**src/sv/pspc_pkg.sv**
```systemverilog
// Shared types, constants and hash function for the per-source packet counter.
package pspc_pkg;

    localparam int TABLE_ENTRIES = 1024;
    localparam int INDEX_W       = $clog2(TABLE_ENTRIES);
    localparam int CNT_W         = INDEX_W + 1;
    localparam int ADDR_W        = 32;
    localparam int LEN_W         = 16;
    localparam int COUNT_W       = 64;
    localparam int RES_W         = 3;

    localparam logic [LEN_W-1:0]   MIN_FRAME_BYTES = LEN_W'(34);
    localparam logic [RES_W-1:0]   EVENT_LAST_RES  = RES_W'(4);   // period of five, minus one
    localparam logic [INDEX_W-1:0] LAST_INDEX      = INDEX_W'(TABLE_ENTRIES - 1);
    localparam logic [CNT_W-1:0]   FULL_PROBES     = CNT_W'(TABLE_ENTRIES);

    typedef enum logic [1:0] {
        ST_CLEAR,
        ST_IDLE,
        ST_LOOK,
        ST_UPDATE
    } state_t;

    // One table slot; res holds count modulo five
    typedef struct packed {
        logic               valid;
        logic [ADDR_W-1:0]  key;
        logic [COUNT_W-1:0] count;
        logic [RES_W-1:0]   res;
    } entry_t;

    typedef struct packed {
        logic               hit;
        logic               empty;
        logic               event_hit;
        logic [COUNT_W-1:0] new_count;
        logic [RES_W-1:0]   new_res;
    } unit_res_t;

    // XOR fold of the address down to an index, kept below TABLE_ENTRIES
    function automatic logic [INDEX_W-1:0] home_slot(input logic [ADDR_W-1:0] addr);
        logic [INDEX_W-1:0] h;
        logic [CNT_W-1:0]   wide;
        h = '0;
        for (int i = 0; i < ADDR_W; i++)
        begin
            h[i % INDEX_W] = h[i % INDEX_W] ^ addr[i];
        end
        wide = {1'b0, h};
        if (wide >= FULL_PROBES)
        begin
            wide = wide - FULL_PROBES;
        end
        return wide[INDEX_W-1:0];
    endfunction

endpackage

```
**src/sv/pspc_unit.sv**
```systemverilog
// Probe unit: key compare, count increment and modulo-five tracking.
module pspc_unit
    import pspc_pkg::*;
(
    input  entry_t            slot,
    input  logic [ADDR_W-1:0] key,
    output unit_res_t         res
);

    logic all_ones;

    assign all_ones = &slot.count;

    always_comb
    begin
        res.empty     = !slot.valid;
        res.hit       = slot.valid && (slot.key == key);
        res.new_count = slot.count + COUNT_W'(1);
        // 2^64 - 1 is a multiple of five, so the wrap lands back on zero
        if (all_ones || slot.res == EVENT_LAST_RES)
        begin
            res.new_res = '0;
        end
        else
        begin
            res.new_res = slot.res + RES_W'(1);
        end
        res.event_hit = (res.new_res == '0);
    end

endmodule

```
**config.mk**
```make
export PLATFORM = sky130hd
export DESIGN_NAME = pspc_unit
export DESIGN_NICKNAME = d
export VERILOG_FILES = /design/src/sv/pspc_pkg.sv /design/src/sv/pspc_unit.sv
export SDC_FILE = /design/constraint.sdc
export NUM_CORES = 1
export LEC_CHECK = 0
export BUFFER_PORTS_ARGS = -buffer_cell sky130_fd_sc_hd__buf_2
export CAP_MARGIN = 0
export CORE_AREA = 2 2 79 81
export DETAILED_ROUTE_END_ITERATION = 10
export DIE_AREA = 0 0 81 83
export MAX_ROUTING_LAYER = met4
export PLACE_DENSITY_LB_ADDON = 0.2
export SETUP_SLACK_MARGIN = 0.02
export SLEW_MARGIN = 30
export SYNTH_ARGS = -nofsm -noshare
export SYNTH_HDL_FRONTEND = slang
export SYNTH_SLANG_ARGS = --single-unit
```
**constraint.sdc**
```tcl
create_clock -name vclk -period 2.5
set_input_delay 0.125 -clock vclk [all_inputs]
set_output_delay 0.125 -clock vclk [all_outputs]
set_load 0.01 [all_outputs]
```
# Yosys cells after proc, flatten, opt, wreduce, memory -nomap -nowiden

Cells that the tools add are included.

RAM bits: 0
Memories kept: 0
Word-level logic and storage cells: 10
Bits in latches: 0
Bits in registers: 0
Bits in read-only memories: 0
Output and inout bits: 70

Shift-type cells: 0
Add/subtract/negate cells: 2
Divide/modulo/power cells: 0
Muxes and demuxes: 1
Bitwise operators: 0
Multiply operators: 0
Eq/ne operators: 2
Reductions and logical operators: 5
$lt $le $gt $ge: 0

Operator list:

| cell                  | number |
|---|---|
| $add 64x1->64 const B | 1 |
| $reduce_and 64->1     | 1 |
| $eq 32x32->1          | 1 |
| $add 3x1->3 const B   | 1 |
| $eq 3x3->1 const B    | 1 |
| $logic_not 3->1       | 1 |
| $mux 3                | 1 |
| $logic_and 1x1->1     | 1 |
| $logic_not 1->1       | 1 |
| $logic_or 1x1->1      | 1 |

# Longest topological paths before layout

Depth in word-level cells: 4
Mapped depth: 7

# Worst setup path after synthesis

OpenSTA, ideal clock, no wires.

Path type: input-to-output
From: in slot[39] (netlist name)
To: out res[62] (netlist name)
Arrival time: 1.902 ns
Stages on the path: 7
Setup slack: 0.473 ns
Path buffers: 2
Path through: nand4_2 > or4_1 > buf_2 > or4_4 > buf_6 > nor3_2 > xor2_1

RTL lines:

| item               | RTL line       | RTL |
|---|---|---|
| start: declaration | pspc_unit.sv:5 | `input entry_t slot,` |
| end: declaration   | pspc_unit.sv:7 | `output unit_res_t res` |

==> flow_summary.toml <==
[worst_hold_path]
hp-class = "input port to output port"
min_path_cells = 3

[power]
p_sw_share_pct = 50.2
cellLeakagePower_nw = 1.45
p_seq_share_pct = 0
clock_power_share_pct = 0
p_total_mw = 0.394
p_int_mw = 0.196
comb_power_share_pct = 100.0
power_density_mw_per_mm2 = 131
ir_drop_mv = 0.0783
p_sw_mw = 0.198

[timing]
hold_viol = 0
rsz0062_at_grt = "false"
tightest_slew_ns = 0.494
setup_violations = 0
slew_violations = 0
fin_crit_sh_pct = 89.1
holdWs_ns = 0.508
fin_crit_ns = 2.23
setup_slack_ns = 0.272
tns_ns = 0
fmax_mhz = 449
maxSlewHeadroom_pct = 66.8

[yosys]
synth_nets = 412
netlist_top_cells_area = "xnor2_1, xor2_1, nand4_1, nand2_1, nand3_1"
synth_area_leader_cell = "xnor2_1"
synth.distinct_cells = 27
synth_area_per_cell_sq_um = 6.82
ys_seq_area_share_pct = 0
syn_area_sq_mm = 0.00189
syn_inst = 277
synth_top_area_share_pct = 26.0
yosysWarningCount = 0

[grt]
grt_antenna_before_repair = 0
grt_pass1_wl_um = 11000
grt_start_max_net_pins = 11
grt_pass1_vias = 2527
overflow = 0
track_usage_pct = 19.8

[drt]
vias = 2716
via_per_inst = 4.89
drtIter0Drc = 93
ant_nets = 0
first_pass_iters = 4
drc = 0
wl_per_cell_um = 12.7
wirelength_um = 7040

[die]
placementRows = 28
initial_core_util_pct = 32.5
coreArea_sq_mm = 0.00582
die_w_um = 81
die_h_um = 83
ios = 202
die-area_sq_mm = 0.00672

[critical_path]
endpoint_kind = "output port"
max_stage_delay_ns = 0.48
cp-start-kind = "input port"
path_cells = "buf_2 -> nand4_1 -> nor4_1 -> nand4_2 -> nor4_1 -> xor2_1 -> buf_2"
crit_required_ns = 2.38
path_max_fanout = 10
worst-path-buf-inv = 2
crit_family = "simple AND/OR/NAND/NOR gates"
crit_type = "input port to output port"
path_depth = 7
critPathSlowestCell = "nor4_1"
cp.arrival_ns = 2.10

[cells_and_area]
clockBufferCount = 0
layout-drive-gt1-share_pct = 46.0
fin_nets = 617
regArea_sq_um = 0
flops_and_latches = 0
diodes = 0
synthToLayoutAreaGrowth_pct = 59.4

[job]
maxCapViolations = 0

[cts]
cts_setup_buffers = 0
holdBufCountCts = 0
ctsResizeCount = 0

[placement]
dp_hpwl_um = 6330
place_ws_ns = 0.297
io_buffer_count = 202
gp_congestion = 0.839

[run_status]
outcome = "finished, final reports clean"
==> placed cells by master, fill, tap and decap left out <==
master	instances
mux2i_1	1
and3_1	9
or4_1	4
nor2_1	19
and2_1	3
nand4_2	2
ha_1	3
and4_1	6
nor2b_1	1
nor3_1	16
nand3_1	20
xor2_1	39
nand4_1	27
o311ai_0	1
or2_2	3
nor3_2	4
buf_4	6
nand2_1	29
xnor2_1	56
nor4_4	2
or3_1	2
or4_4	1
nor4_1	12
buf_2	202
inv_1	11
nor4_2	1
==> cell type report <==
cell class / instances / area [sq um]
Tap cell: 75 / 93.8
Inverter: 11 / 41.3
Multi-Input combinational cell: 261 / 1820
Fill cell: 602 / 2810
Timing Repair Buffer: 208 / 1060
==> routing by layer <==
layer | global-route usage [%] | vias up | routed length [um]
met5 | - | - | 0
met4 | 2.16 | 0 | 100
met3 | 0.870 | 8 | 524
met2 | 36.8 | 134 | 3480
met1 | 24.0 | 1176 | 2940
li1 | - | 1398 | -
==> synth_stat cells <==
cell and count:
and2_1 3, nor4_1 12, xnor2_1 56, or3_1 2
mux2i_1 1, and4_1 6, o311ai_0 1, or4_4 1
nor2_1 19, nor4_4 2, nand4_1 27, nor3_2 4
buf_2 1, nand4_2 2, ha_1 3, buf_6 1
xor2_1 39, nor4_2 1, nand2_1 29, nor2b_1 1
and3_1 9, inv_1 11, nand3_1 20, clkbuf_1 3
or2_2 3, nor3_1 16, or4_1 4
==> power by group through the flow <==
stage,clock network [mW],registers (mW),logic [mW]
2_1_floorplan,0,0,0.167
3_3_place_gp,0,0,0.390
3_5_place_dp,0,0,0.395
4_1_cts,0,0,0.396
5_1_grt,0,0,0.431
6_report,0,0,0.394
==> worst min-delay path, delay by kind of cell <==
kind | cells | cell delay (ns)
buffers and inverters | 3 | 0.25
==> worst paths after layout <==
check | startpoint | end
worst max-delay path | slot[22] | res[52]
worst min-delay path | slot[99] | res[68]
==> kinds of logic after synthesis <==
| logic type | count (synthesis) | share of synthesized area (%) |
|---|---|---|
| compound gates | 1 | 0.464 |
| buf+inv | 16 | 3.64 |
| fa+ha+maj | 3 | 1.99 |
| simple gates | 161 | 49.3 |
| mux | 1 | 0.530 |
| xor+xnor | 95 | 44.1 |
==> stage by stage <==
step	area (sq um)	cells	util (%)
after floorplan	1890	277	-
after global placement	3010	555	51.8
after detailed placement	3010	555	51.8
after CTS	3010	555	51.8
after global routing	3010	555	51.8
final	3010	555	51.8
Note: power is estimated with default switching activity, not from simulation.
